File: src/hw/rtl/tapc_pkg.sv
// ----------------------------------------------------------------------------
// Throttle actuator position control package
// Shared widths, constants, register indexes, state and command types.
// ----------------------------------------------------------------------------
package tapc_pkg;

    // Field widths
    localparam int unsigned TIME_W     = 32;
    localparam int unsigned CMD_W      = 16;
    localparam int unsigned ADC_W      = 10;
    localparam int unsigned POS_W      = 22;
    localparam int unsigned PWM_W      = 8;
    localparam int unsigned REF_W      = 12;
    localparam int unsigned GRACE_W    = 16;
    localparam int unsigned DIR_W      = 2;

    // Configuration port
    localparam int unsigned CFG_IDX_W  = 3;
    localparam int unsigned CFG_DATA_W = 22;

    localparam logic [CFG_IDX_W-1:0] REG_DEADBAND     = 3'd0;
    localparam logic [CFG_IDX_W-1:0] REG_POSITION_MIN = 3'd1;
    localparam logic [CFG_IDX_W-1:0] REG_POSITION_MAX = 3'd2;
    localparam logic [CFG_IDX_W-1:0] REG_SLOW_PWM     = 3'd3;
    localparam logic [CFG_IDX_W-1:0] REG_REFERENCE    = 3'd4;
    localparam logic [CFG_IDX_W-1:0] REG_COMMAND_MIN  = 3'd5;
    localparam logic [CFG_IDX_W-1:0] REG_COMMAND_MAX  = 3'd6;
    localparam logic [CFG_IDX_W-1:0] REG_GRACE_MS     = 3'd7;

    // Register values after reset
    localparam logic [POS_W-1:0]   RST_DEADBAND     = 22'd25;
    localparam logic [POS_W-1:0]   RST_POSITION_MIN = 22'd20;
    localparam logic [POS_W-1:0]   RST_POSITION_MAX = 22'd2300;
    localparam logic [PWM_W-1:0]   RST_SLOW_PWM     = 8'd200;
    localparam logic [REF_W-1:0]   RST_REFERENCE    = 12'd1000;
    localparam logic [CMD_W-1:0]   RST_COMMAND_MIN  = 16'd477;
    localparam logic [CMD_W-1:0]   RST_COMMAND_MAX  = 16'd1430;
    localparam logic [GRACE_W-1:0] RST_GRACE_MS     = 16'd500;

    // Control constants
    localparam logic [PWM_W-1:0]  FULL_PWM         = 8'd255;
    localparam logic [POS_W-1:0]  SLOW_LIMIT       = 22'd100;
    localparam logic [TIME_W-1:0] FRAME_TIMEOUT_MS = 32'd500;
    localparam logic [ADC_W:0]    ADC_FULL         = 11'd1024;

    // Samples
    localparam int unsigned NUM_SAMPLES = 5;
    localparam int unsigned SMP_IDX_W   = 3;
    localparam logic [SMP_IDX_W-1:0] LAST_SAMPLE = 3'd4;
    localparam int unsigned NUM_W       = REF_W + ADC_W + 1;

    // Shared divider: four quotient bits per cycle
    localparam int unsigned DIV_W         = 40;
    localparam int unsigned DIVISOR_W     = 16;
    localparam int unsigned DIGIT_W       = 4;
    localparam int unsigned DIV_CNT_W     = 4;
    localparam int unsigned SAMPLE_DIGITS = 6;
    localparam int unsigned TARGET_DIGITS = 10;
    localparam int unsigned SMP_SHIFT     = DIV_W - DIGIT_W * SAMPLE_DIGITS;

    // Target span product
    localparam int unsigned PROD_W = CMD_W + POS_W;

    // Mean of five by reciprocal multiplication
    localparam int unsigned SUM_W       = 25;
    localparam int unsigned RECIP_W     = 32;
    localparam int unsigned MEAN_PROD_W = SUM_W + RECIP_W;
    localparam logic [RECIP_W-1:0] MEAN_RECIP = 32'hCCCC_CCCD;
    localparam int unsigned MEAN_SHIFT  = 34;

    // Motor direction codes
    typedef enum logic [DIR_W-1:0] {
        DIR_OFF     = 2'd0,
        DIR_PULL    = 2'd1,
        DIR_RELEASE = 2'd2
    } dir_t;

    // Configuration register set
    typedef struct packed {
        logic [POS_W-1:0]   deadband;
        logic [POS_W-1:0]   position_min;
        logic [POS_W-1:0]   position_max;
        logic [PWM_W-1:0]   slow_pwm;
        logic [REF_W-1:0]   reference_ohms;
        logic [CMD_W-1:0]   command_min;
        logic [CMD_W-1:0]   command_max;
        logic [GRACE_W-1:0] grace_ms;
    } tapc_cfg_t;

    // Controller states
    typedef enum logic [3:0] {
        ST_IDLE,
        ST_PREP,
        ST_MUL,
        ST_SMP_START,
        ST_SMP_WAIT,
        ST_MEAN,
        ST_TGT_START,
        ST_TGT_WAIT,
        ST_TGT,
        ST_DECIDE
    } state_t;

    // Commands from the controller to the datapath
    typedef struct packed {
        logic                 capture;
        logic                 prep;
        logic                 mul;
        logic                 smp_start;
        logic [SMP_IDX_W-1:0] smp_idx;
        logic                 acc_add;
        logic                 mean;
        logic                 tgt_start;
        logic                 tgt;
        logic                 decide;
    } tapc_cmd_t;

    // Status from the datapath to the controller
    typedef struct packed {
        logic div_busy;
        logic out_free;
    } tapc_stat_t;

endpackage

File: src/hw/rtl/tapc_ctrl.sv
// ----------------------------------------------------------------------------
// Throttle actuator controller
// Sequences one item through capture, sample divisions, averaging, target
// division and the motor decision.
// ----------------------------------------------------------------------------
module tapc_ctrl (
    input  logic                 clk,
    input  logic                 rst_n,
    input  logic                 in_valid,
    output logic                 in_stall,
    output tapc_pkg::tapc_cmd_t  cmd,
    input  tapc_pkg::tapc_stat_t stat
);
    import tapc_pkg::*;

    state_t               state_reg;
    state_t               state_next;
    logic [SMP_IDX_W-1:0] smp_reg;
    logic [SMP_IDX_W-1:0] smp_next;

    // State and sample counter registers.
    always_ff @(posedge clk or negedge rst_n)
    begin
        if (!rst_n)
        begin
            state_reg <= ST_IDLE;
            smp_reg   <= '0;
        end
        else
        begin
            state_reg <= state_next;
            smp_reg   <= smp_next;
        end
    end

    // Next state and commands.
    always_comb
    begin
        state_next  = state_reg;
        smp_next    = smp_reg;
        cmd         = '0;
        cmd.smp_idx = smp_reg;
        in_stall    = 1'b1;
        unique case (state_reg)
            ST_IDLE:
            begin
                in_stall    = 1'b0;
                cmd.capture = in_valid;
                if (in_valid)
                begin
                    state_next = ST_PREP;
                end
            end
            ST_PREP:
            begin
                cmd.prep   = 1'b1;
                smp_next   = '0;
                state_next = ST_MUL;
            end
            ST_MUL:
            begin
                cmd.mul    = 1'b1;
                state_next = ST_SMP_START;
            end
            ST_SMP_START:
            begin
                cmd.smp_start = 1'b1;
                state_next    = ST_SMP_WAIT;
            end
            ST_SMP_WAIT:
            begin
                if (!stat.div_busy)
                begin
                    cmd.acc_add = 1'b1;
                    if (smp_reg == LAST_SAMPLE)
                    begin
                        state_next = ST_MEAN;
                    end
                    else
                    begin
                        smp_next   = smp_reg + 1'b1;
                        state_next = ST_SMP_START;
                    end
                end
            end
            ST_MEAN:
            begin
                cmd.mean   = 1'b1;
                state_next = ST_TGT_START;
            end
            ST_TGT_START:
            begin
                cmd.tgt_start = 1'b1;
                state_next    = ST_TGT_WAIT;
            end
            ST_TGT_WAIT:
            begin
                if (!stat.div_busy)
                begin
                    state_next = ST_TGT;
                end
            end
            ST_TGT:
            begin
                cmd.tgt    = 1'b1;
                state_next = ST_DECIDE;
            end
            ST_DECIDE:
            begin
                if (stat.out_free)
                begin
                    cmd.decide = 1'b1;
                    state_next = ST_IDLE;
                end
            end
            default:
            begin
                state_next = ST_IDLE;
            end
        endcase
    end

endmodule

File: config.mk
export PLATFORM = sky130hd
export DESIGN_NAME = tapc_ctrl
export DESIGN_NICKNAME = d
export VERILOG_FILES = /design/src/hw/rtl/tapc_pkg.sv /design/src/hw/rtl/tapc_ctrl.sv
export SDC_FILE = /design/constraint.sdc
export NUM_CORES = 1
export LEC_CHECK = 0
export BUFFER_PORTS_ARGS = -buffer_cell sky130_fd_sc_hd__buf_2
export CAP_MARGIN = 20
export CORE_AREA = 3 3 40 42
export DETAILED_ROUTE_END_ITERATION = 10
export DIE_AREA = 0 0 43 45
export GPL_ROUTABILITY_DRIVEN = 0
export PLACE_DENSITY_LB_ADDON = 0.25
export SKIP_CTS_REPAIR_TIMING = 1
export SYNTH_ARGS = -nofsm -noshare
export SYNTH_HDL_FRONTEND = slang
export SYNTH_SLANG_ARGS = --single-unit
File: constraint.sdc
create_clock -name clk -period 4.2 [get_ports clk]
set_input_delay 0.84 -clock clk [delete_from_list [all_inputs] [get_ports clk]]
set_output_delay 0.84 -clock clk [all_outputs]
set_load 0.01 [all_outputs]
After elaboration in Yosys (flattened, before gate mapping)
Cells that the tools add are included.
{ "classes": {"reduce_logical": 4, "addsub": 1, "n_eq_ne": 15, "muxes": 21} }
{ "op_table": {"columns": ["operator", "count"], "rows": [
  ["4-bit one-hot mux with 10 select lines", 1],
  ["4-bit by 3-bit equality test with 1-bit output (second input constant)", 4],
  ["4-bit two-way mux", 4],
  ["1-bit two-way mux", 12],
  ["2-bit != test (second input constant)", 5],
  ["3-bit two-way mux", 3],
  ["4-bit by 2-bit equality test with 1-bit output (second input constant)", 2],
  ["4-bit equality test (second input constant)", 2],
  ["3-bit one-hot mux with 2 select lines", 1],
  ["4-bit by 1-bit equality test with 1-bit output (second input constant)", 1],
  ["4-bit zero test", 1],
  ["4-bit AND reduction", 1],
  ["3-bit by 1-bit adder with 3-bit output (second input constant)", 1],
  ["3-bit equality test (second input constant)", 1],
  ["3-bit AND reduction", 1],
  ["2-bit nonzero test", 1]
]} }
{ "word_totals": {"register_bits": 7, "input_bits": 5, "wordCells": 43} }

Depth between registers and ports, before layout
Gate-level depths: netlist of the first run.
{ "depth": {"ltp_word": 4, "ltp_mapped": 7, "depth_no_buf": 7} }

Worst setup path before layout of the first run
Ideal clock, no wire load.
{ "synth_path": {"kind": "input -> output", "from": "input port stat[1] in the netlist's numbering", "to": "output port cmd[4] in the netlist's numbering", "path_slack_ns": 2.142, "required_ns": 3.360, "cell_stages": 1, "arrival_ns": 1.218, "path_cell_list": "nor4_2"} }
{ "synth_via": {"elab_chain_len": 2} }
{ "synth_rtl": {"columns": ["item", "line_no", "rtl"], "rows": [
  ["from (decl)", "tapc_ctrl.sv:12", "input tapc_pkg::tapc_stat_t stat"],
  ["1-bit two-way mux", "tapc_ctrl.sv:72", "if (!stat.div_busy)"],
  ["1-bit two-way mux", "tapc_ctrl.sv:44", "unique case (state_reg)"],
  ["to (decl)", "tapc_ctrl.sv:11", "output tapc_pkg::tapc_cmd_t cmd,"]
]} }
No other way between the ends.

==> qor.yml, run 1 <==
ctsHtreeMaxLevel: 1
clockBufferDepth: 2
instances_no_fill: 101
num_vias: 532
cts_made_buffers: 3
rows: 13
hold_violations: 0
area_delta_synth_final_pct: 19.0
critPathBufInv: 1
antenna_found_initial: 0
fin_worst_skew_ns: 0.000562
grt_pass1_wl_um: 1860
hp-class: "in -> async"
leakage_uw: 0.000310
gr-usage-met3: 0.0717
wire_per_inst_um: 11.6
fin_setup_tns_ns: 0
largest_reg_flops: 4
yosysWarnings: 0
grt-ovfl-total: 0
ys_types: 26
grt_max_degree: 15
layout-drive-gt1-share: 0.314
drt_iter0_drc: 8
p_int_uw: 227
cp-start-kind: "flop"
via_per_inst: 5.27
root_buffer: "clkbuf_4"
drtAntennaViolNets: 0
relSlewSlack: 0.730
grt.busiest_layer: "met2"
ys_seq_area_frac: 0.328
layout_worst_path_cycle_share: 0.585
tightest_slew_ns: 0.405
crit_slowest_cell: "dfrtp_1"
p_seq_frac: 0.360
fp.dieW_um: 43
grt_pass1_vias: 436
clockPowerShare: 0.141
rsz0062_at_grt: "false"
port_buffers: 17
worstPathCellList: "or2b_2, nor3_1, buf_2"
ys.flop_type: "dfrtp_1"
antenna_cells: 0
synth_edf_count: 0
hpwl_um: 884
clock_sinks: 7
firstDrtPassIters: 4
slowest_delay_ns: 0.58
critPathKind: "reg -> out"
grt_util_met2: 0.210
dp_cells: 97
synth_fp_nets: 76
pwr-share-comb: 0.499
cp_max_fo: 13
netlist_area_um2: 534
finalSetupViolations: 0
fillers: 140
worst_ep_required_time_ns: 3.36
cap_violations: 0
cts_tree: "built"
syn_area_per_cell_um2: 7.74
synth_seq_cells: 7
crit_arrival_ns: 1.62
die_h_um: 45
wl_um: 1170
max_freq_ghz: 0.407
ioPinCount: 18
crit_family: "simple AND/OR/NAND/NOR gates"
switchingPower_uw: 218
period_needed_ns: 2.46
grtUsageTotal: 0.141
path_clk_slew_ns: 0.05
final_nets: 94
die-area_um2: 1940
core_um2: 1280
final_max_slew_viol_count: 0
post-route-drc-count: 0
clk_latency_ns: 0.26
peakVddDrop_v: 0.000297
async_flop_share: 1.00
status: "finished clean"
syn_inst: 69
initial_core_util: 0.416
critPathCaptureType: "primary output"
met1_usage: 0.153
switching_share: 0.490
power_density_nw_per_um2: 701
-- power by group through the flow --
stage	combinational [uW]	clock, uW	sequential, uW
2_1_floorplan	218	0	115
3_3_place_gp	225	0	161
3_5_place_dp	225	0	161
4_1_cts	226	66.6	159
5_1_grt	253	71.1	168
6_report	222	62.9	161
-- metrics by stage --
step                      setup WS (ns)  hold slack (ns)  cell area, um2  total power (uW)  utilization
after floorplan                    2.14            0.543             534               333            -
after global placement             1.94            0.509             609               386        0.474
after detailed placement           1.90            0.509             609               386        0.474
after CTS                          1.72            0.400             636               452        0.495
after global routing               1.64            0.399             636               492        0.495
final                              1.74            0.404             636               446        0.495
-- final timing paths --
check	startpoint	to	slack, ns	cells after the start
setup reg to reg	state_reg[2]	state_reg[2]	2.47	5
max in group asynchronous	rst_n	state_reg[3]	3.65	1
setup / recovery	state_reg[0]	cmd[10]	1.74	3
hold / removal	rst_n	smp_reg[1]	0.40	1
min in group clk	smp_reg[0]	smp_reg[0]	0.52	2
hold reg to reg	smp_reg[0]	smp_reg[0]	0.52	2
-- synth_stat cells (2+ instances only) --
master	n	area share
inv_1	5	0.035
dfrtp_1	7	0.33
o21ai_0	4	0.037
or2b_2	2	0.033
a211oi_1	3	0.042
ha_1	2	0.047
nand2_1	7	0.049
nand3_1	4	0.037
nor3_1	6	0.056
nor2_1	12	0.084
a21oi_1	2	0.019
-- routing by layer --
metal	part of all wire	up-vias	wire length (um)
li1	-	273	-
met1	0.42	240	488
met2	0.47	15	551
met3	0.083	4	97
met4	0.025	0	29
met5	0	-	0
-- layout make-up --
type | instances | area, um2 | area share
inverters | 5 | 18.8 | 0.0295
clock buffers | 4 | 26.3 | 0.0413
repair buffers | 17 | 85.1 | 0.134
well taps | 15 | 18.8 | 0.0295
multi-input cells | 53 | 312 | 0.490
flip-flops and latches | 7 | 175 | 0.276
-- cell usage in the layout, fill, tap and decap left out, drive strengths merged --
cell    count
nor4        1
nor3        6
xnor2       1
a21oi       3
clkbuf      4
a211oi      3
inv         5
or2b        2
nand2       7
o21ai       5
nor2       12
or4         1
and2        1
a32o        1
o221ai      1
buf        17
and3        1
nand3       4
nand2b      1
dfrtp       7
and2b       1
ha          2
-- cell families (layout without fill, tap and decap cells) --
| group | count (synthesis) | count (layout) | synth area share |
|---|---|---|---|
| simple gates | 37 | 37 | 0.354 |
| compound gates | 13 | 13 | 0.166 |
| buf+inv | 9 | 26 | 0.0890 |
| flops | 7 | 7 | 0.328 |
| fa+ha+maj | 2 | 2 | 0.0468 |
| xor+xnor | 1 | 1 | 0.0164 |
-- worst reg2reg max path: cells and delay by family, from the launching register on --
| kind | cells | cell delay, ns |
|---|---|---|
| AOI/OAI and AO/OA | 3 | 0.40 |
| and+or+nand+nor | 2 | 0.74 |
| DFF | 1 | 0.51 |
Note: power is estimated with default switching activity, not from simulation.
==> inputs of run 2 (changes only) <==
clock period = 2.05 ns   (was 4.2 ns; I/O delays follow)
==> run 2 against run 1 <==
  * Largest cell class unchanged
  * Clock-buffer cell count unchanged
  * Worst hold slack better by 0.082 ns
  * Cell area up 4.3%
  * Sequential share of layout area down 0.77 points
  * Cell count up 3.0%
  * Sequential power up 88%
  * Register-to-register slack worse by 2.1 ns
  * First-iteration DRC count up 63%
  * Power up 110%
  * Worst setup slack worse by 1.6 ns
  * Routed wire length down 1.8%
  * Critical endpoint unchanged
==> qor.yml, run 2 (synthesis results as in run 1) <==
fin_setup_tns_ns: 0  # unchanged
layout-drive-gt1-share: 0.348  # +0.0344
holdPathStages: 4
firstDrtPassIters: 4  # unchanged
critPathCaptureType: "primary output"
r2r-start: "state_reg[2]"
rsz0062_at_grt: "false"
ctsHtreeMaxLevel: 1  # unchanged
antenna_cells: 0  # unchanged
period_needed_ns: 1.89
grt.busiest_layer: "met2"
tightest_slew_ns: 0.344  # -0.0618 ns
r2r-end: "state_reg[2]"
drtAntennaViolNets: 0  # unchanged
final_cell_mix: "buf_2 (17), nor2_1 (12), nand2_1 (7)"
power_density_nw_per_um2: 1420  # +100%
rows: 13  # unchanged
cap_violations: 0  # unchanged
critPathKind: "reg -> out"
setup_ws_ns: 0.161  # -1.58 ns
dp_cells: 99  # +2.1%
slowest_delay_ns: 0.49  # -0.09 ns
hold_violations: 0  # unchanged
antenna_found_initial: 0  # unchanged
min_to: "smp_reg[0]"
finalSetupViolations: 0  # unchanged
met1_usage: 0.186  # +0.0330
fp.dieW_um: 43  # unchanged
drt_iter0_drc: 13  # +5
path_clk_slew_ns: 0.05  # about the same
hpwl_um: 895  # +1.2%
hold_start: "stat[1]"
reg2reg_depth: 5  # unchanged
clk_latency_ns: 0.25  # about the same
fin_area_um2: 663  # +4.3%
fin_worst_skew_ns: 0.00579  # +0.00523 ns
wire_per_inst_um: 11.0  # -4.6%
crit_arrival_ns: 1.48  # -0.14 ns
layout_worst_path_cycle_share: 0.922
cts_tree: "built"
peakVddDrop_v: 0.000748  # +150%
instances_no_fill: 104  # +3.0%
die_h_um: 45  # unchanged
relSlewSlack: 0.769  # +0.0393
placed_area_um2: 624  # +2.5%
crit_family: "simple AND/OR/NAND/NOR gates"
root_buffer: "clkbuf_4"
max_freq_ghz: 0.529
initial_core_util: 0.416  # unchanged
die-area_um2: 1940  # unchanged
critPathBufInv: 1  # unchanged
leakage_uw: 0.000323  # +4.1%
cp-start-kind: "flop"
grt_pass1_wl_um: 1960  # +5.2%
final_nets: 97  # +3.2%
pre_cts_ws_ns: 0.353  # -1.55 ns
grt_max_degree: 14  # -1
hp-class: "in -> reg"
clockBufferDepth: 2  # unchanged
num_vias: 539  # +1.3%
via_per_inst: 5.18  # -1.6%
gr-usage-met3: 0.0797  # +0.00797
grt_pass1_vias: 450  # +3.2%
largest_reg_flops: 4  # unchanged
port_buffers: 17  # unchanged
grt-ovfl-total: 0  # unchanged
crit_slowest_cell: "dfrtp_2"
worst_ep_required_time_ns: 1.64  # -1.72 ns
cts_made_buffers: 3  # unchanged
wl_um: 1150  # -1.8%
core_um2: 1280  # unchanged
clock_sinks: 7  # unchanged
ioPinCount: 18  # unchanged
grtUsageTotal: 0.140  # -0.00144
grt_util_met2: 0.192  # -0.0180
area_delta_synth_final_pct: 24.1
status: "finished clean"
post-route-drc-count: 0  # unchanged
rrSetupSlack_ns: 0.42  # -2.05 ns
final_common_cell: "buf_2"
worstPathCellList: "or2b_2, nor3_1, buf_2"
fin_util: 0.516  # +0.0214
final_max_slew_viol_count: 0  # unchanged
cp_max_fo: 13  # unchanged
## run 2: changes by cell type in the layout (fill, tap and decap cells not counted), sizes merged
cell / previous run / this run
buf: 17 / 19
dlygate4sd3: 0 / 1
## run 2: how the worst max path moves through the flow
stage | end | startpoint | slack, ns | cells past startpoint
after floorplan | cmd[10] | state_reg[1] | 0.46 | 3
after global placement | cmd[10] | state_reg[0] | 0.31 | 3
after detailed placement | cmd[10] | state_reg[0] | 0.35 | 3
after CTS | cmd[10] | state_reg[0] | 0.07 | 3
after global routing | cmd[10] | state_reg[0] | 0.06 | 3
final | cmd[10] | state_reg[1] | 0.16 | 3
## run 2: layer usage
metal | share of wire | wire length, um
met1 | 0.45 | 519
met2 | 0.47 | 544
met3 | 0.068 | 78
met4 | 0.0035 | 4
met5 | 0 | 0
## run 2: where the power goes
group	leakage [uW]	switching (uW)	internal, uW
sequential	0.0000885	107	195
clock	0.0000150	48.7	74.2
combinational	0.000220	293	225
total	0.000323	448	494
## run 2: stage by stage
step / power, uW / hold slack [ns]
2_1_floorplan: 683 / 0.114
3_3_place_gp: 827 / 0.251
3_5_place_dp: 817 / 0.251
4_1_cts: 944 / -0.0191
5_1_grt: 1050 / 0.511
6_report: 943 / 0.485
## run 2: area by class of cell
type,instances,area [um2]
Fill cell,124,622
Multi-Input combinational cell,53,312
Sequential cell,7,178
Timing Repair Buffer,20,110
Clock buffer,4,26.3
Inverter,5,18.8
Tap cell,15,18.8
## run 2: worst reg2reg max path: stages (launching register included)
cell and delay (ns):
dfrtp_1 0.48, and2_4 0.20, o21ai_2 0.16, a21oi_2 0.08, or4_1 0.51, a21oi_1 0.13
==> inputs of run 3 (changes only) <==
PLACE_DENSITY = 0.69   (was default)
PLACE_DENSITY_LB_ADDON = default   (was 0.25)
==> run 3 against run 2 <==
  * Clock-buffer cell count unchanged
  * Die area stayed put
  * Global-route usage grew 0.18 points
==> qor.yml, run 3 (synthesis results as in run 1) <==
status: "finished clean"
drt_iter0_drc: 10  # -3
post-route-drc-count: 0  # unchanged
gr-usage-met3: 0.0598  # -0.0199
rows: 13  # unchanged
fin_util: 0.510  # -0.00584
endpoint: "cmd[10]"
tightest_slew_ns: 0.393  # +0.0494 ns
peakVddDrop_v: 0.000521  # -30%
relSlewSlack: 0.738  # -0.0310
cp_max_fo: 13  # unchanged
rrSetupSlack_ns: 0.33  # -0.09 ns
die_h_um: 45  # unchanged
firstDrtPassIters: 3  # -1
drtAntennaViolNets: 0  # unchanged
layout-drive-gt1-share: 0.341  # -0.00741
met1_usage: 0.182  # -0.00451
cts_made_buffers: 3  # unchanged
dp_cells: 98  # -1.0%
die-area_um2: 1940  # unchanged
cap_violations: 0  # unchanged
fin_area_um2: 656  # -1.1%
grt.busiest_layer: "met2"
r2r-end: "state_reg[2]"
final_max_slew_viol_count: 0  # unchanged
period_needed_ns: 1.90  # +0.00604 ns
clk_latency_ns: 0.25  # about the same
fp.dieW_um: 43  # unchanged
final_common_cell: "buf_2"
largest_reg_flops: 4  # unchanged
crit_arrival_ns: 1.49  # about the same
grtUsageTotal: 0.141  # +0.00180
ioPinCount: 18  # unchanged
critPathCaptureType: "primary output"
r2r-start: "state_reg[2]"
clock_sinks: 7  # unchanged
core_um2: 1280  # unchanged
root_buffer: "clkbuf_4"
max_freq_ghz: 0.528  # -0.32%
antenna_cells: 0  # unchanged
clockBufferDepth: 2  # unchanged
num_vias: 530  # -1.7%
worst_ep_required_time_ns: 1.64  # about the same
ctsHtreeMaxLevel: 1  # unchanged
fin_worst_skew_ns: 0.00165  # -0.00414 ns
final_nets: 96  # -1.0%
cp-start-kind: "flop"
critPathKind: "reg -> out"
instances_no_fill: 103  # -0.96%
wl_um: 1220  # +6.4%
placed_area_um2: 617  # -1.2%
initial_core_util: 0.416  # unchanged
grt_max_degree: 15  # +1
hold_violations: 0  # unchanged
hp-class: "in -> reg"
grt-ovfl-total: 0  # unchanged
grt_pass1_vias: 503  # +12%
finalSetupViolations: 0  # unchanged
grt_util_met2: 0.231  # +0.0389
port_buffers: 17  # unchanged
wire_per_inst_um: 11.8  # +7.4%
via_per_inst: 5.15  # -0.72%
holdWs_ns: 0.492  # +0.00650 ns
final_cell_mix: "buf_2 (17), nor2_1 (12), nand2_1 (7)"
path_clk_slew_ns: 0.05  # about the same
area_delta_synth_final_pct: 22.7
rsz0062_at_grt: "false"
hpwl_um: 965  # +7.9%
antenna_found_initial: 0  # unchanged
leakage_uw: 0.000318  # -1.6%
fin_setup_tns_ns: 0  # unchanged
cp-startpoint: "state_reg[0]"
grt_pass1_wl_um: 2080  # +6.3%
reg2reg_depth: 5  # unchanged
power_density_nw_per_um2: 1430  # +0.40%
layout_worst_path_cycle_share: 0.924  # +0.00295
cts_tree: "built"
run 3: cell types whose count changed in the layout (fill, tap and decap cells not counted):
| cell | previous run | this run |
|---|---|---|
| buf_4 | 2 | 1 |
run 3: stage by stage:
| stage | setup WS [ns] | total power (uW) |
|---|---|---|
| after detailed placement | 0.326 | 812 |
| after floorplan | 0.465 | 683 |
| after global routing | 0.0495 | 1040 |
| after global placement | 0.285 | 811 |
| after CTS | 0.0527 | 939 |
| final | 0.155 | 936 |
run 3: area by class of cell:
cell class | instances | area [um2]
clock buffers | 4 | 26.3
fillers | 137 | 629
inverters | 5 | 18.8
multi-input cells | 53 | 312
flip-flops and latches | 7 | 178
well taps | 15 | 18.8
repair buffers | 19 | 103
run 3: worst min path at each step:
stage                              end  depth (start not counted)    start
after floorplan             smp_reg[0]                          0    rst_n
after global placement    state_reg[3]                          1    rst_n
after detailed placement  state_reg[3]                          1    rst_n
after CTS                   smp_reg[0]                          1    rst_n
after global routing        smp_reg[0]                          4  stat[1]
final                       smp_reg[0]                          4  stat[1]
run 3: worst max-delay path: stages (launching register included):
cell and delay, ns:
dfrtp_2 0.49, or2b_2 0.36, nor3_1 0.21, buf_2 0.18
run 3: where the power goes:
group          switching (uW)  leakage [uW]  internal, uW
logic                     286      0.000215           214
clock network            47.7     0.0000150          74.1
registers                 120     0.0000885           195
total                     453      0.000318           483
run 3: layer usage:
metal / up-vias / part of all wire
met2: 10 / 0.48
li1: 274 / -
met4: 0 / 0
met3: 0 / 0.053
met5: - / 0
met1: 246 / 0.46
