$ cat config.mk
export PLATFORM = sky130hd
export DESIGN_NAME = tapc_cfg
export DESIGN_NICKNAME = d
export VERILOG_FILES = /design/src/hw/rtl/tapc_pkg.sv /design/src/hw/rtl/tapc_cfg.sv
export SDC_FILE = /design/constraint.sdc
export NUM_CORES = 1
export LEC_CHECK = 0
export BUFFER_PORTS_ARGS = -buffer_cell sky130_fd_sc_hd__clkbuf_2
export CAP_MARGIN = 20
export CORE_UTILIZATION = 40
export CTS_CLUSTER_SIZE = 25
export DETAILED_ROUTE_END_ITERATION = 16
export PLACE_DENSITY_LB_ADDON = 0.05
export SYNTH_ARGS = -nofsm -noshare
export SYNTH_HDL_FRONTEND = slang
export SYNTH_SLANG_ARGS = --single-unit
$ cat constraint.sdc
create_clock -name clk -period 1.32 [get_ports clk]
set_input_delay 0.198 -clock clk [delete_from_list [all_inputs] [get_ports clk]]
set_output_delay 0.198 -clock clk [all_outputs]
set_load 0.02 [all_outputs]
$ cat src/hw/rtl/tapc_pkg.sv
// ----------------------------------------------------------------------------
// Throttle actuator position control package
// Shared widths, constants, register indexes, state and command types.
// ----------------------------------------------------------------------------
package tapc_pkg;

    // Field widths
    localparam int unsigned TIME_W     = 32;
    localparam int unsigned CMD_W      = 16;
    localparam int unsigned ADC_W      = 10;
    localparam int unsigned POS_W      = 22;
    localparam int unsigned PWM_W      = 8;
    localparam int unsigned REF_W      = 12;
    localparam int unsigned GRACE_W    = 16;
    localparam int unsigned DIR_W      = 2;

    // Configuration port
    localparam int unsigned CFG_IDX_W  = 3;
    localparam int unsigned CFG_DATA_W = 22;

    localparam logic [CFG_IDX_W-1:0] REG_DEADBAND     = 3'd0;
    localparam logic [CFG_IDX_W-1:0] REG_POSITION_MIN = 3'd1;
    localparam logic [CFG_IDX_W-1:0] REG_POSITION_MAX = 3'd2;
    localparam logic [CFG_IDX_W-1:0] REG_SLOW_PWM     = 3'd3;
    localparam logic [CFG_IDX_W-1:0] REG_REFERENCE    = 3'd4;
    localparam logic [CFG_IDX_W-1:0] REG_COMMAND_MIN  = 3'd5;
    localparam logic [CFG_IDX_W-1:0] REG_COMMAND_MAX  = 3'd6;
    localparam logic [CFG_IDX_W-1:0] REG_GRACE_MS     = 3'd7;

    // Register values after reset
    localparam logic [POS_W-1:0]   RST_DEADBAND     = 22'd25;
    localparam logic [POS_W-1:0]   RST_POSITION_MIN = 22'd20;
    localparam logic [POS_W-1:0]   RST_POSITION_MAX = 22'd2300;
    localparam logic [PWM_W-1:0]   RST_SLOW_PWM     = 8'd200;
    localparam logic [REF_W-1:0]   RST_REFERENCE    = 12'd1000;
    localparam logic [CMD_W-1:0]   RST_COMMAND_MIN  = 16'd477;
    localparam logic [CMD_W-1:0]   RST_COMMAND_MAX  = 16'd1430;
    localparam logic [GRACE_W-1:0] RST_GRACE_MS     = 16'd500;

    // Control constants
    localparam logic [PWM_W-1:0]  FULL_PWM         = 8'd255;
    localparam logic [POS_W-1:0]  SLOW_LIMIT       = 22'd100;
    localparam logic [TIME_W-1:0] FRAME_TIMEOUT_MS = 32'd500;
    localparam logic [ADC_W:0]    ADC_FULL         = 11'd1024;

    // Samples
    localparam int unsigned NUM_SAMPLES = 5;
    localparam int unsigned SMP_IDX_W   = 3;
    localparam logic [SMP_IDX_W-1:0] LAST_SAMPLE = 3'd4;
    localparam int unsigned NUM_W       = REF_W + ADC_W + 1;

    // Shared divider: four quotient bits per cycle
    localparam int unsigned DIV_W         = 40;
    localparam int unsigned DIVISOR_W     = 16;
    localparam int unsigned DIGIT_W       = 4;
    localparam int unsigned DIV_CNT_W     = 4;
    localparam int unsigned SAMPLE_DIGITS = 6;
    localparam int unsigned TARGET_DIGITS = 10;
    localparam int unsigned SMP_SHIFT     = DIV_W - DIGIT_W * SAMPLE_DIGITS;

    // Target span product
    localparam int unsigned PROD_W = CMD_W + POS_W;

    // Mean of five by reciprocal multiplication
    localparam int unsigned SUM_W       = 25;
    localparam int unsigned RECIP_W     = 32;
    localparam int unsigned MEAN_PROD_W = SUM_W + RECIP_W;
    localparam logic [RECIP_W-1:0] MEAN_RECIP = 32'hCCCC_CCCD;
    localparam int unsigned MEAN_SHIFT  = 34;

    // Motor direction codes
    typedef enum logic [DIR_W-1:0] {
        DIR_OFF     = 2'd0,
        DIR_PULL    = 2'd1,
        DIR_RELEASE = 2'd2
    } dir_t;

    // Configuration register set
    typedef struct packed {
        logic [POS_W-1:0]   deadband;
        logic [POS_W-1:0]   position_min;
        logic [POS_W-1:0]   position_max;
        logic [PWM_W-1:0]   slow_pwm;
        logic [REF_W-1:0]   reference_ohms;
        logic [CMD_W-1:0]   command_min;
        logic [CMD_W-1:0]   command_max;
        logic [GRACE_W-1:0] grace_ms;
    } tapc_cfg_t;

    // Controller states
    typedef enum logic [3:0] {
        ST_IDLE,
        ST_PREP,
        ST_MUL,
        ST_SMP_START,
        ST_SMP_WAIT,
        ST_MEAN,
        ST_TGT_START,
        ST_TGT_WAIT,
        ST_TGT,
        ST_DECIDE
    } state_t;

    // Commands from the controller to the datapath
    typedef struct packed {
        logic                 capture;
        logic                 prep;
        logic                 mul;
        logic                 smp_start;
        logic [SMP_IDX_W-1:0] smp_idx;
        logic                 acc_add;
        logic                 mean;
        logic                 tgt_start;
        logic                 tgt;
        logic                 decide;
    } tapc_cmd_t;

    // Status from the datapath to the controller
    typedef struct packed {
        logic div_busy;
        logic out_free;
    } tapc_stat_t;

endpackage

$ cat src/hw/rtl/tapc_cfg.sv
// ----------------------------------------------------------------------------
// Configuration registers
// Write-only register set addressed by index.
// ----------------------------------------------------------------------------
module tapc_cfg (
    input  logic                            clk,
    input  logic                            rst_n,
    input  logic                            cfg_we,
    input  logic [tapc_pkg::CFG_IDX_W-1:0]  cfg_index,
    input  logic [tapc_pkg::CFG_DATA_W-1:0] cfg_data,
    output tapc_pkg::tapc_cfg_t             cfg
);
    import tapc_pkg::*;

    tapc_cfg_t cfg_reg;

    // Each write lands in the register picked by the index.
    always_ff @(posedge clk or negedge rst_n)
    begin
        if (!rst_n)
        begin
            cfg_reg.deadband       <= RST_DEADBAND;
            cfg_reg.position_min   <= RST_POSITION_MIN;
            cfg_reg.position_max   <= RST_POSITION_MAX;
            cfg_reg.slow_pwm       <= RST_SLOW_PWM;
            cfg_reg.reference_ohms <= RST_REFERENCE;
            cfg_reg.command_min    <= RST_COMMAND_MIN;
            cfg_reg.command_max    <= RST_COMMAND_MAX;
            cfg_reg.grace_ms       <= RST_GRACE_MS;
        end
        else if (cfg_we)
        begin
            unique case (cfg_index)
                REG_DEADBAND:     cfg_reg.deadband       <= cfg_data[POS_W-1:0];
                REG_POSITION_MIN: cfg_reg.position_min   <= cfg_data[POS_W-1:0];
                REG_POSITION_MAX: cfg_reg.position_max   <= cfg_data[POS_W-1:0];
                REG_SLOW_PWM:     cfg_reg.slow_pwm       <= cfg_data[PWM_W-1:0];
                REG_REFERENCE:    cfg_reg.reference_ohms <= cfg_data[REF_W-1:0];
                REG_COMMAND_MIN:  cfg_reg.command_min    <= cfg_data[CMD_W-1:0];
                REG_COMMAND_MAX:  cfg_reg.command_max    <= cfg_data[CMD_W-1:0];
                REG_GRACE_MS:     cfg_reg.grace_ms       <= cfg_data[GRACE_W-1:0];
                default:          cfg_reg                <= cfg_reg;
            endcase
        end
    end

    assign cfg = cfg_reg;

endmodule

# --- Word-level counts from Yosys, hierarchy flattened ---
# Index checks and enable logic that the tools add are counted.
word_totals:
  reg_bits: 134
  latchBits: 0
  mem_bits_rw: 0
  rom_bits: 0
  inputBits: 28
  output_inout_bits: 134
  word_cells: 24
  mem_count: 0
classes:
  addsub: 0
  mul: 0
  div_mod_pow: 0
  magnitude_cmp: 0
  eq_ne: 7
  n_shift: 0
  muxes: 0
  bitwise_logic: 0
  n_reduce_logical: 9
op_table:
  columns: ["cell", "count"]
  rows:
  - ["2-bit AND reduction", 8]
  - ["3-bit equality test, second input constant", 4]
  - ["3-bit by 2-bit equality test with 1-bit output, second input constant", 2]
  - ["3-bit by 1-bit equality test with 1-bit output, second input constant", 1]
  - ["3-bit logical NOT", 1]

# --- Depth between registers and ports, before layout ---
# Gate-level depths: netlist (run 1).
logic_depth:
  word_depth: 2
  mapped_depth: 4
  ltp_nobuf: 2

# --- Worst setup path before layout (run 1) ---
# Ideal clock, no wire load.
synth_timing:
  kind: "in2reg"
  from: "in cfg_index[1] (netlist bit)"
  to: "reg cfg_reg, in the netlist cfg[119]"
  setup_time_ns: 0.125
  arrival_time_ns: 1.219
  t_required_ns: 1.195
  slack_ns: -0.023
  stages: 4
  path_buffers: 2
  cell_sequence: "buf_4 -> nor4b_4 -> buf_6 -> mux2_2"
synth_between:
  elab_chain_len: 2
synth_rtl:
  columns: ["element", "line_no", "text"]
  rows:
  - ["start, declared", "tapc_cfg.sv:9", "input logic [tapc_pkg::CFG_IDX_W-1:0] cfg_index,"]
  - ["3-bit logical NOT", "tapc_cfg.sv:33", "unique case (cfg_index)"]
  - ["2-bit AND reduction (no line)", null, null]
  - ["end signal, assigned", "tapc_cfg.sv:42", "default: cfg_reg <= cfg_reg;"]
  - ["end, declared", "tapc_cfg.sv:15", "tapc_cfg_t cfg_reg;"]
# No other way between the ends.
# A chain may end at the register's enable or synchronous reset.

# --- Worst setup path in the final report (run 1) ---
layout_timing:
  from: "reg cfg_reg, in the netlist cfg[36]"
  to: "out cfg[36] (netlist bit)"
layout_lines:
  columns: ["element", "line_no", "text"]
  rows:
  - ["end, declared", "tapc_cfg.sv:11", "output tapc_pkg::tapc_cfg_t cfg"]
# No word-level cell between the ends.

==> results of run 1 <==
[cell type report]
type | count | area, um^2 | area share
Timing Repair Buffer | 186 | 1260 | 0.178
Tap cell | 172 | 215 | 0.0305
Multi-Input combinational cell | 142 | 1650 | 0.233
Clock inverter | 3 | 15.0 | 0.00213
Clock buffer | 28 | 527 | 0.0746
Sequential cell | 134 | 3400 | 0.482
[cell usage in the layout (no fill, tap or decap)]
cell type	instances
sky130_fd_sc_hd__clkbuf_8	12
sky130_fd_sc_hd__clkbuf_2	122
sky130_fd_sc_hd__dlygate4sd3_1	1
sky130_fd_sc_hd__nand4b_4	2
sky130_fd_sc_hd__clkinv_2	3
sky130_fd_sc_hd__clkbuf_1	5
sky130_fd_sc_hd__clkbuf_16	17
sky130_fd_sc_hd__clkbuf_4	1
sky130_fd_sc_hd__buf_6	1
sky130_fd_sc_hd__mux2_2	131
sky130_fd_sc_hd__and4bb_1	1
sky130_fd_sc_hd__buf_12	9
sky130_fd_sc_hd__and4bb_2	2
sky130_fd_sc_hd__nand4b_2	1
sky130_fd_sc_hd__nor4b_4	1
sky130_fd_sc_hd__nand4_2	1
sky130_fd_sc_hd__dfstp_2	40
sky130_fd_sc_hd__buf_2	10
sky130_fd_sc_hd__mux2_1	3
sky130_fd_sc_hd__dfrtp_1	94
sky130_fd_sc_hd__buf_4	31
sky130_fd_sc_hd__buf_8	5
[power breakdown]
part / internal (W) / switching, W / leakage (nW)
logic: 0.00155 / 0.00198 / 1.50
registers: 0.00522 / 0.000493 / 1.55
clock network: 0.00268 / 0.00156 / 0.270
total: 0.00945 / 0.00403 / 3.32
[cell families after synthesis]
kind of cell           count (synthesis)
muxes                                134
DFF                                  134
and+or+nand+nor                        8
buffers and inverters                 14
[timing repair]
action / CTS / global route
setup endpoints to repair: 20 / 31
pin swaps: 0 / 0
gates resized for setup: 30 / 39
hold buffers: 1 / 0
hold endpoints to repair: 33 / 0
[metrics by stage]
stage,setup WS [ps],instances,setup TNS [ps]
final,28.9,665,0
after global routing,-0.138,665,-0.138
after CTS,-0.687,665,-0.687
after detailed placement,-97.9,633,-5280
after global placement,-84.6,633,-3870
after floorplan,-4.70,290,-118
[cells in the mapped netlist, drive strengths merged]
library cell,instances,area [um^2]
mux2,134,1510
dfrtp,94,2350
dfstp,40,1050
buf,14,116
and4bb,3,37.5
nand4b,3,62.6
nand4,1,12.5
nor4b,1,23.8
[metal layers]
layer / track usage / up-vias
li1: - / 1430
met1: 0.244 / 1642
met2: 0.279 / 95
met3: 0.0586 / 12
met4: 0.0667 / 0
met5: 0 / -
[worst paths after layout]
path | to | cells after the start | startpoint
worst max-delay path | cfg[36] | 1 | cfg[36]
worst min-delay path | cfg[110] | 2 | cfg_data[20]
worst max register to register | cfg[82] | 1 | cfg[82]
worst min register to register | cfg[121] | 1 | cfg[121]
max in group asynchronous | cfg[92] | 3 | rst_n
min in group asynchronous | cfg[98] | 2 | rst_n
==> impl_summary.txt, run 1 <==
----------------------------------------------------
[Outcome]
  Result of the run ... finished, final reports clean

[Clocking]
  Clock tree root buffer cell ... sky130_fd_sc_hd__clkbuf_16
  TritonCTS clock tree ... built
  Number of CTS-inserted buffers ... 17
  Clock transition at the registers of the reported paths ... 50 ps
  Post-CTS Repair Setup Buffers ... 0
  Clk sink count ... 134
  Clock Latency Late Sink ... 410 ps
  Buffer depth of the longest clock path ... 2
  H-tree depth ... 4

[Detailed routing]
  Drt first pass iters ... 4
  1st-iter DRT viols ... 59
  Total wire length ... 11.5 mm
  Routed length on met1 ... 5.14 mm
  Drt wl/cell ... 17.3 um
  Met3 wire len ... 691 um
  Post-detailed-route via-to-cell ratio ... 4.78
  Detailed-routed wire length on met2 ... 5.52 mm
  Vias post-DR ... 3179
  Detailed-route DRC error count ... 0
  Highest metal used ... met4
  Antenna Violating Nets Remaining ... 0

[Yosys]
  Adder-Cell Fraction of Synth Area ... 0
  Synthesized-area fraction occupied by xor and xnor cells ... 0
  Compound-gate portion of the synthesized area ... 0
  Number of nets produced by synthesis ... 318
  Simple-gate share of the synthesized area ... 0.0264
  Multiplexer area fraction after synthesis ... 0.292
  Synthesized area ... 5160 um^2
  Count of different cell masters after synthesis ... 13
  Largest family of logic cells by synthesized area ... multiplexers
  Mean instance size in the synthesized netlist ... 17.8 um^2
  Syn. warnings ... 0
  Synthesized instance count ... 290
  Sequential area share after synthesis ... 0.659
  Number of synthesized register bits ... 134

[Die]
  Width of the die ... 116 um
  Core ar. ... 12600 um^2
  Starting density of the core ... 0.409
  Area enclosed by the die boundary ... 13400 um^2
  I/O pin count ... 162
  Chip Height ... 116 um
  Row Count ... 41

[Power and ir drop]
  Peak supply drop ... 1.01 mV
  Power density over the cells ... 1910 nW/um^2
  Post-layout total power ... 0.0135 W
  Pleak ... 3.32 nW

[Setup path]
  Required time of the worst setup path ... 1120 ps
  Critical Path Start Type ... flop
  Family with the most delay on the worst path ... flip-flops
  Ordered cell list for the critical path ... clkbuf_8
  Endpoint kind of the worst setup timing path ... output pin
  Top fanout value on the critical path ... 2
  Crit path max-delay cell type ... sky130_fd_sc_hd__dfstp_2
  Critical Path AT ... 1090 ps
  Delay of the slowest cell on the worst path ... 540 ps
  Setup slack on the worst flop-to-flop path ... 510 ps
  Crit path buf inv count ... 1
  Type of the worst setup path ... reg -> out

[Placed design]
  GPL Wtd Cong ... 0.679
  DP HPWL ... 8.05 mm
  Cell area after placement ... 6370 um^2
  Port-buffer cells ... 161

[Cells and area]
  Area growth syn-to-layout ... 36.8%
  Post-layout utilization of the core ... 0.560
  Count of fill cells added during filler insertion ... 1098
  Diodes inserted ... 0
  Post-route cell area ... 7070 um^2
  Share of cells above drive strength 1 ... 0.789
  Number of flip-flops in the largest register ... 134
  Fin nets ... 509

[STA]
  Worst-margin pin slew ... 390 ps
  Number of max-slew violations in the final report ... 0
  Crit share post-route ... 0.978
  RSZ-0062 raised after global routing ... yes
  Setup violation total in the final timing report ... 0
  Shortest clock period the worst path allows after layout ... 1290 ps
  Worst hold slack ... 54.0 ps
  Highest achievable clock rate ... 0.775 GHz
  Final setup skew ... 0 ps
  Number of failing hold endpoints at the final stage ... 0
  Worst relative slew slack ... 0.740

[Flow run]
  Max-cap violations ... 0

[Min path]
  Class of the tightest hold or removal check ... in -> reg

[GRT]
  Global-route wire length before repair ... 17.7 mm
  Global-route usage over all layers ... 0.182
  Initial antenna violation count ... 0
  Number of global-route vias before repair ... 3126
  Overflow after GRT ... 0
  Largest net degree at the start of global routing ... 39

----------------------------------------------------
No activity file was read; power rests on OpenSTA's default activity.
==> run 2: changes to the inputs <==
--- a/config.mk
+++ b/config.mk
@@ -10,7 +10,9 @@
 export CORE_UTILIZATION = 40
 export CTS_CLUSTER_SIZE = 25
 export DETAILED_ROUTE_END_ITERATION = 16
+export GPL_TIMING_DRIVEN = 0
 export PLACE_DENSITY_LB_ADDON = 0.05
+export RECOVER_POWER = 100
 export SYNTH_ARGS = -nofsm -noshare
 export SYNTH_HDL_FRONTEND = slang
 export SYNTH_SLANG_ARGS = --single-unit
==> run 2 against run 1 <==
- power increased by 2.7%
- sequential share of layout area increased by 1.9 points
- highest routed layer unchanged
- largest cell class unchanged
- clock skew unchanged
- clock-buffer cell count decreased by 4
- first-iteration DRC count increased by 92%
- largest power group unchanged
- non-clock buffer count decreased by 13
- cell count decreased by 1.8%
==> impl_summary.txt, run 2 (synthesized netlist as in run 1, its figures left out) <==
----------------------------------------------------
[Clocking]
  Number of CTS-inserted buffers ... 17 (unchanged)
  TritonCTS clock tree ... built
  H-tree depth ... 4 (unchanged)
  Clock transition at the registers of the reported paths ... 50 ps (about the same)
  Clock Latency Late Sink ... 400 ps (about the same)
  Buffer depth of the longest clock path ... 2 (unchanged)
  Clk sink count ... 134 (unchanged)
  Post-CTS Repair Setup Buffers ... 0 (unchanged)
  Clock tree root buffer cell ... sky130_fd_sc_hd__clkbuf_16

[Cells and area]
  Most frequent cells in the layout ... 131 x sky130_fd_sc_hd__mux2_2, 94 x sky130_fd_sc_hd__dfrtp_1, 89 x sky130_fd_sc_hd__clkbuf_1
  Area growth syn-to-layout ... 31.5%
  Non-filler instance count after layout ... 653 (-1.8%)
  Footprint of the multi-input gates ... 1620 um^2 (-1.3%)
  Total area of sequential cells ... 3400 um^2 (unchanged)
  Fin nets ... 496 (-2.6%)
  Count of fill cells added during filler insertion ... 1184 (+7.8%)
  Number of flip-flops in the largest register ... 134 (unchanged)
  Share of cells above drive strength 1 ... 0.588 (-0.201)
  Diodes inserted ... 0 (unchanged)
  Leading cell type in the layout, fill and taps excluded ... sky130_fd_sc_hd__mux2_2

[STA]
  Worst relative slew slack ... 0.564 (-0.176)
  Crit share post-route ... 0.974 (-0.00441)
  Highest achievable clock rate ... 0.778 GHz (+0.45%)
  Number of failing hold endpoints at the final stage ... 0 (unchanged)
  RSZ-0062 raised after global routing ... no
  Final setup skew ... 0 ps (unchanged)
  Fin worst setup slack ... 34.7 ps (+5.82 ps)
  Worst-margin pin slew ... 651 ps (+261 ps)
  Setup violation total in the final timing report ... 0 (unchanged)
  Total negative slack ... 0 ps (unchanged)
  Number of max-slew violations in the final report ... 0 (unchanged)
  Shortest clock period the worst path allows after layout ... 1290 ps (-5.82 ps)

[Setup path]
  Setup slack on the worst flop-to-flop path ... 540 ps (+30 ps)
  Crit path buf inv count ... 1 (unchanged)
  Ordered cell list for the critical path ... clkbuf_2
  Critical Path Start Type ... flop
  Endpoint kind of the worst setup timing path ... output pin
  Required time of the worst setup path ... 1120 ps (about the same)
  Type of the worst setup path ... reg -> out
  Family with the most delay on the worst path ... flip-flops
  Delay of the slowest cell on the worst path ... 530 ps (about the same)
  Crit path max-delay cell type ... sky130_fd_sc_hd__dfstp_2
  Critical Path AT ... 1090 ps (about the same)
  Top fanout value on the critical path ... 2 (unchanged)

[Placed design]
  Placed insts ... 620 (-2.1%)
  GPL Wtd Cong ... 0.648 (-4.5%)
  Port-buffer cells ... 157 (-2.5%)
  DP HPWL ... 7.55 mm (-6.3%)
  Post-placement worst setup slack ... -180 ps (-82.1 ps)

[Flow run]
  Max-cap violations ... 0 (unchanged)

[GRT]
  Overflow after GRT ... 0 (unchanged)
  Initial antenna violation count ... 0 (unchanged)
  Global-route wire length before repair ... 17.5 mm (-1.1%)
  Global-route usage over all layers ... 0.181 (-0.00161)
  Number of global-route vias before repair ... 3118 (-0.26%)
  Largest net degree at the start of global routing ... 96 (+150%)

[Detailed routing]
  Antenna Violating Nets Remaining ... 0 (unchanged)
  Total wire length ... 11.3 mm (-1.4%)
  Detailed-routed wire length on met2 ... 5.43 mm (-1.7%)
  Drt first pass iters ... 4 (unchanged)
  Met3 wire len ... 674 um (-2.5%)
  Routed length on met1 ... 5.05 mm (-1.7%)
  Post-detailed-route via-to-cell ratio ... 4.79 (+0.27%)
  Drt wl/cell ... 17.3 um (+0.38%)
  Vias post-DR ... 3130 (-1.5%)
  1st-iter DRT viols ... 113 (+92%)
  Detailed-route DRC error count ... 0 (unchanged)
  Highest metal used ... met4

[Die]
  Area enclosed by the die boundary ... 13400 um^2 (unchanged)
  Chip Height ... 116 um (unchanged)
  I/O pin count ... 162 (unchanged)
  Core ar. ... 12600 um^2 (unchanged)
  Starting density of the core ... 0.409 (unchanged)
  Row Count ... 41 (unchanged)
  Width of the die ... 116 um (unchanged)

[Power and ir drop]
  Peak supply drop ... 0.958 mV (-5.2%)
  Power density over the cells ... 2040 nW/um^2 (+6.8%)
  Pleak ... 2.97 nW (-11%)

[Outcome]
  Result of the run ... finished, final reports clean

[Min path]
  Class of the tightest hold or removal check ... in -> reg

----------------------------------------------------
## run 2: cell types whose count changed in the layout (fill, tap and decap cells not counted), sizes merged
cell	change
clkinv	+1
bufinv	+3
clkinvlp	+1
clkbuf	-4
buf	-13
## run 2: final timing paths
path                                   start        to  cells after the start
worst max-delay path                cfg[116]  cfg[116]                      1
worst min-delay path            cfg_data[18]  cfg[108]                      2
worst max register to register      cfg[121]  cfg[121]                      1
worst min register to register       cfg[83]   cfg[83]                      1
max in group asynchronous              rst_n   cfg[79]                      3
min in group asynchronous              rst_n   cfg[97]                      2
## run 2: layout make-up
cell class | count | share of cell area
clock inverters | 8 | 0.0173
flip-flops and latches | 134 | 0.501
plain buffers | 14 | 0.0147
clock buffers | 24 | 0.0753
well taps | 172 | 0.0317
multi-input cells | 142 | 0.239
repair buffers | 159 | 0.121
## run 2: repair_timing
item / CTS / global route
setup endpoints to repair: 12 / 36
hold endpoints to repair: 39 / 0
resized for setup: 17 / 56
hold buffers: 1 / 0
## run 2: metal layers
layer  global-route usage  up-vias
met5                    0        -
met2                0.284       92
met3               0.0601       14
met1                0.227     1623
li1                     -     1401
met4               0.0829        0
## run 2: metrics by stage
| stage | instance area, um^2 | util | total power (W) | hold slack [ps] |
|---|---|---|---|---|
| floorplan | 5170 | - | 0.00776 | -97.6 |
| global placement | 6170 | 0.489 | 0.00900 | 458 |
| detailed placement | 6210 | 0.492 | 0.00909 | 139 |
| CTS | 6910 | 0.547 | 0.0141 | 31.6 |
| global route | 6790 | 0.538 | 0.0146 | 38.2 |
| finish | 6790 | 0.538 | 0.0138 | 52.5 |
## run 2: power by group
part,internal [W],leakage (nW),switching (W)
logic,0.00132,1.11,0.00198
registers,0.00520,1.55,0.000455
clock network,0.00326,0.312,0.00163
total,0.00978,2.97,0.00406
==> run 3: changes to the inputs <==
--- a/config.mk
+++ b/config.mk
@@ -7,10 +7,10 @@
 export LEC_CHECK = 0
 export BUFFER_PORTS_ARGS = -buffer_cell sky130_fd_sc_hd__clkbuf_2
 export CAP_MARGIN = 20
+export CORE_ASPECT_RATIO = 1.1
 export CORE_UTILIZATION = 40
 export CTS_CLUSTER_SIZE = 25
 export DETAILED_ROUTE_END_ITERATION = 16
-export GPL_TIMING_DRIVEN = 0
 export PLACE_DENSITY_LB_ADDON = 0.05
 export RECOVER_POWER = 100
 export SYNTH_ARGS = -nofsm -noshare
==> run 3 against run 2 <==
- register-to-register slack is essentially flat
- first-iteration DRC count shrank 24%
- die area is essentially flat
- critical endpoint is now cfg[35]
- largest cell class unchanged
==> impl_summary.txt, run 3 (synthesized netlist as in run 1, its figures left out) <==
----------------------------------------------------
[Min path]
  Hold-critical path endpoint ... cfg[130]
  Hold Startpoint ... cfg_data[18]
  Class of the tightest hold or removal check ... in -> reg
  Hold-critical path depth ... 2 (unchanged)

[Power and ir drop]
  Post-layout total power ... 0.0138 W (-0.38%)
  Part of the total power dissipated in the clock network ... 0.338 (-0.015)
  Peak supply drop ... 1.02 mV (+6.1%)
  Total net switching power ... 0.00413 W (+1.6%)
  Power density over the cells ... 2010 nW/um^2 (-1.3%)
  Internal Dissipation ... 0.00966 W (-1.2%)
  Sequential cell fraction of total power ... 0.414 (+0.005)
  Logic gate share of total power ... 0.248 (+0.009)
  Proportion of total power due to net switching ... 0.299 (+0.00589)
  Pleak ... 2.99 nW (+0.67%)

[Cells and area]
  Number of flip-flops in the largest register ... 134 (unchanged)
  Fin nets ... 505 (+1.8%)
  Diodes inserted ... 0 (unchanged)
  Share of cells above drive strength 1 ... 0.588 (-0.000602)
  Most frequent cells in the layout ... 131 x sky130_fd_sc_hd__mux2_2, 96 x sky130_fd_sc_hd__clkbuf_1, 94 x sky130_fd_sc_hd__dfrtp_1
  Non-filler instance count after layout ... 647 (-0.92%)
  Post-route cell area ... 6860 um^2 (+0.92%)
  Count of fill cells added during filler insertion ... 1140 (-3.7%)
  Area growth syn-to-layout ... 32.8%
  Leading cell type in the layout, fill and taps excluded ... sky130_fd_sc_hd__mux2_2

[STA]
  Worst-margin pin slew ... 728 ps (+77.3 ps)
  Number of failing hold endpoints at the final stage ... 0 (unchanged)
  Crit share post-route ... 0.980 (+0.00643)
  Setup violation total in the final timing report ... 0 (unchanged)
  Number of max-slew violations in the final report ... 0 (unchanged)
  Fin worst setup slack ... 26.2 ps (-8.49 ps)
  Shortest clock period the worst path allows after layout ... 1290 ps (+8.49 ps)
  RSZ-0062 raised after global routing ... no
  Worst relative slew slack ... 0.515 (-0.0492)
  Final setup skew ... 0 ps (unchanged)
  Highest achievable clock rate ... 0.773 GHz (-0.66%)

[Clocking]
  H-tree depth ... 4 (unchanged)
  Buffer depth of the longest clock path ... 2 (unchanged)
  Post-CTS Repair Setup Buffers ... 0 (unchanged)
  Clk sink count ... 134 (unchanged)
  TritonCTS clock tree ... built
  Clock tree root buffer cell ... sky130_fd_sc_hd__clkbuf_16
  Number of CTS-inserted buffers ... 17 (unchanged)
  Clock Latency Late Sink ... 410 ps (about the same)
  Clock transition at the registers of the reported paths ... 50 ps (about the same)

[Setup path]
  Delay of the slowest cell on the worst path ... 520 ps (about the same)
  Required time of the worst setup path ... 1120 ps (about the same)
  Setup slack on the worst flop-to-flop path ... 540 ps (about the same)
  Type of the worst setup path ... reg -> out
  Critical Path AT ... 1100 ps (about the same)
  Worst r2r dst ... cfg[22]
  Start of the worst register-to-register path ... cfg[22]
  Critical Path Start Type ... flop
  Crit path buf inv count ... 1 (unchanged)
  Crit path max-delay cell type ... sky130_fd_sc_hd__dfstp_2
  Ordered cell list for the critical path ... clkbuf_4
  Depth of the worst register-to-register path ... 1 (unchanged)
  Top fanout value on the critical path ... 2 (unchanged)
  Family with the most delay on the worst path ... flip-flops
  Endpoint kind of the worst setup timing path ... output pin

[Flow run]
  Max-cap violations ... 0 (unchanged)

[GRT]
  Global-route wire length before repair ... 18.3 mm (+4.1%)
  Global-route usage over all layers ... 0.190 (+0.00878)
  Number of global-route vias before repair ... 3317 (+6.4%)
  Initial antenna violation count ... 0 (unchanged)
  Largest net degree at the start of global routing ... 51 (-47%)
  Overflow after GRT ... 0 (unchanged)

[Die]
  I/O pin count ... 162 (unchanged)
  Chip Height ... 121 um (+4.8%)
  Area enclosed by the die boundary ... 13400 um^2 (about the same)
  Width of the die ... 110 um (-4.6%)
  Starting density of the core ... 0.410 (+0.000976)
  Row Count ... 43 (+4.9%)
  Core ar. ... 12600 um^2 (-0.24%)

[Detailed routing]
  Vias post-DR ... 3155 (+0.80%)
  Drt wl/cell ... 18.0 um (+4.0%)
  1st-iter DRT viols ... 86 (-24%)
  Detailed-route DRC error count ... 0 (unchanged)
  Drt first pass iters ... 4 (unchanged)
  Post-detailed-route via-to-cell ratio ... 4.88 (+1.7%)
  Total wire length ... 11.7 mm (+3.0%)
  Antenna Violating Nets Remaining ... 0 (unchanged)

[Placed design]
  DP HPWL ... 8.14 mm (+7.8%)
  Cell area after placement ... 6320 um^2 (+1.8%)
  Post-placement worst setup slack ... -133 ps (+47.5 ps)
  Port-buffer cells ... 161 (+2.5%)
  Placed insts ... 614 (-0.97%)
  GPL Wtd Cong ... 0.681 (+5.1%)

[Outcome]
  Result of the run ... finished, final reports clean

----------------------------------------------------
run 3: repair_timing:
action,CTS,global route
setup endpoints to repair,33,25
hold endpoints to repair,97,0
gates resized for setup,55,28
hold buffers,1,0
gates cloned,0,0
run 3: power by group through the flow:
| stage | combinational (W) | clock (W) | sequential, W |
|---|---|---|---|
| 2_1_floorplan | 0.000890 | 0 | 0.00687 |
| 3_3_place_gp | 0.00335 | 0 | 0.00571 |
| 3_5_place_dp | 0.00340 | 0 | 0.00575 |
| 4_1_cts | 0.00369 | 0.00479 | 0.00572 |
| 5_1_grt | 0.00367 | 0.00497 | 0.00584 |
| 6_report | 0.00343 | 0.00466 | 0.00571 |
run 3: layer usage:
metal / vias to the layer above / global-route usage / part of all wire
met4: 0 / 0.0765 / 0.017
met2: 103 / 0.292 / 0.49
met5: - / 0 / 0
li1: 1412 / - / -
met3: 15 / 0.0709 / 0.070
met1: 1625 / 0.238 / 0.42
run 3: metrics by stage:
step           setup TNS, ps   util  hold WS (ps)
3_3_place_gp           -5190  0.502          64.5
3_5_place_dp           -6920  0.502          65.6
6_report                   0  0.545          43.4
4_1_cts                    0  0.569          26.4
2_1_floorplan           -118      -         -97.6
5_1_grt                    0  0.545          43.7
run 3: how the worst max path moves through the flow:
stage,from,endpoint,slack (ps),cells past startpoint
2_1_floorplan,cfg_index[1],cfg[119],-5,4
3_3_place_gp,cfg_index[2],cfg[109],-90,4
3_5_place_dp,cfg_index[0],cfg[61],-130,4
4_1_cts,cfg[17],cfg[17],0.4,1
5_1_grt,cfg[70],cfg[70],0.1,1
6_report,cfg[35],cfg[35],30,1
run 3: layout make-up:
type                    instances  area (um^2)  share of cell area
flip-flops and latches        134         3400               0.496
multi-input cells             142         1610               0.235
repair buffers                182         1050               0.153
clock buffers                  23          498              0.0726
well taps                     157          196              0.0286
clock inverters                 9         97.6              0.0142
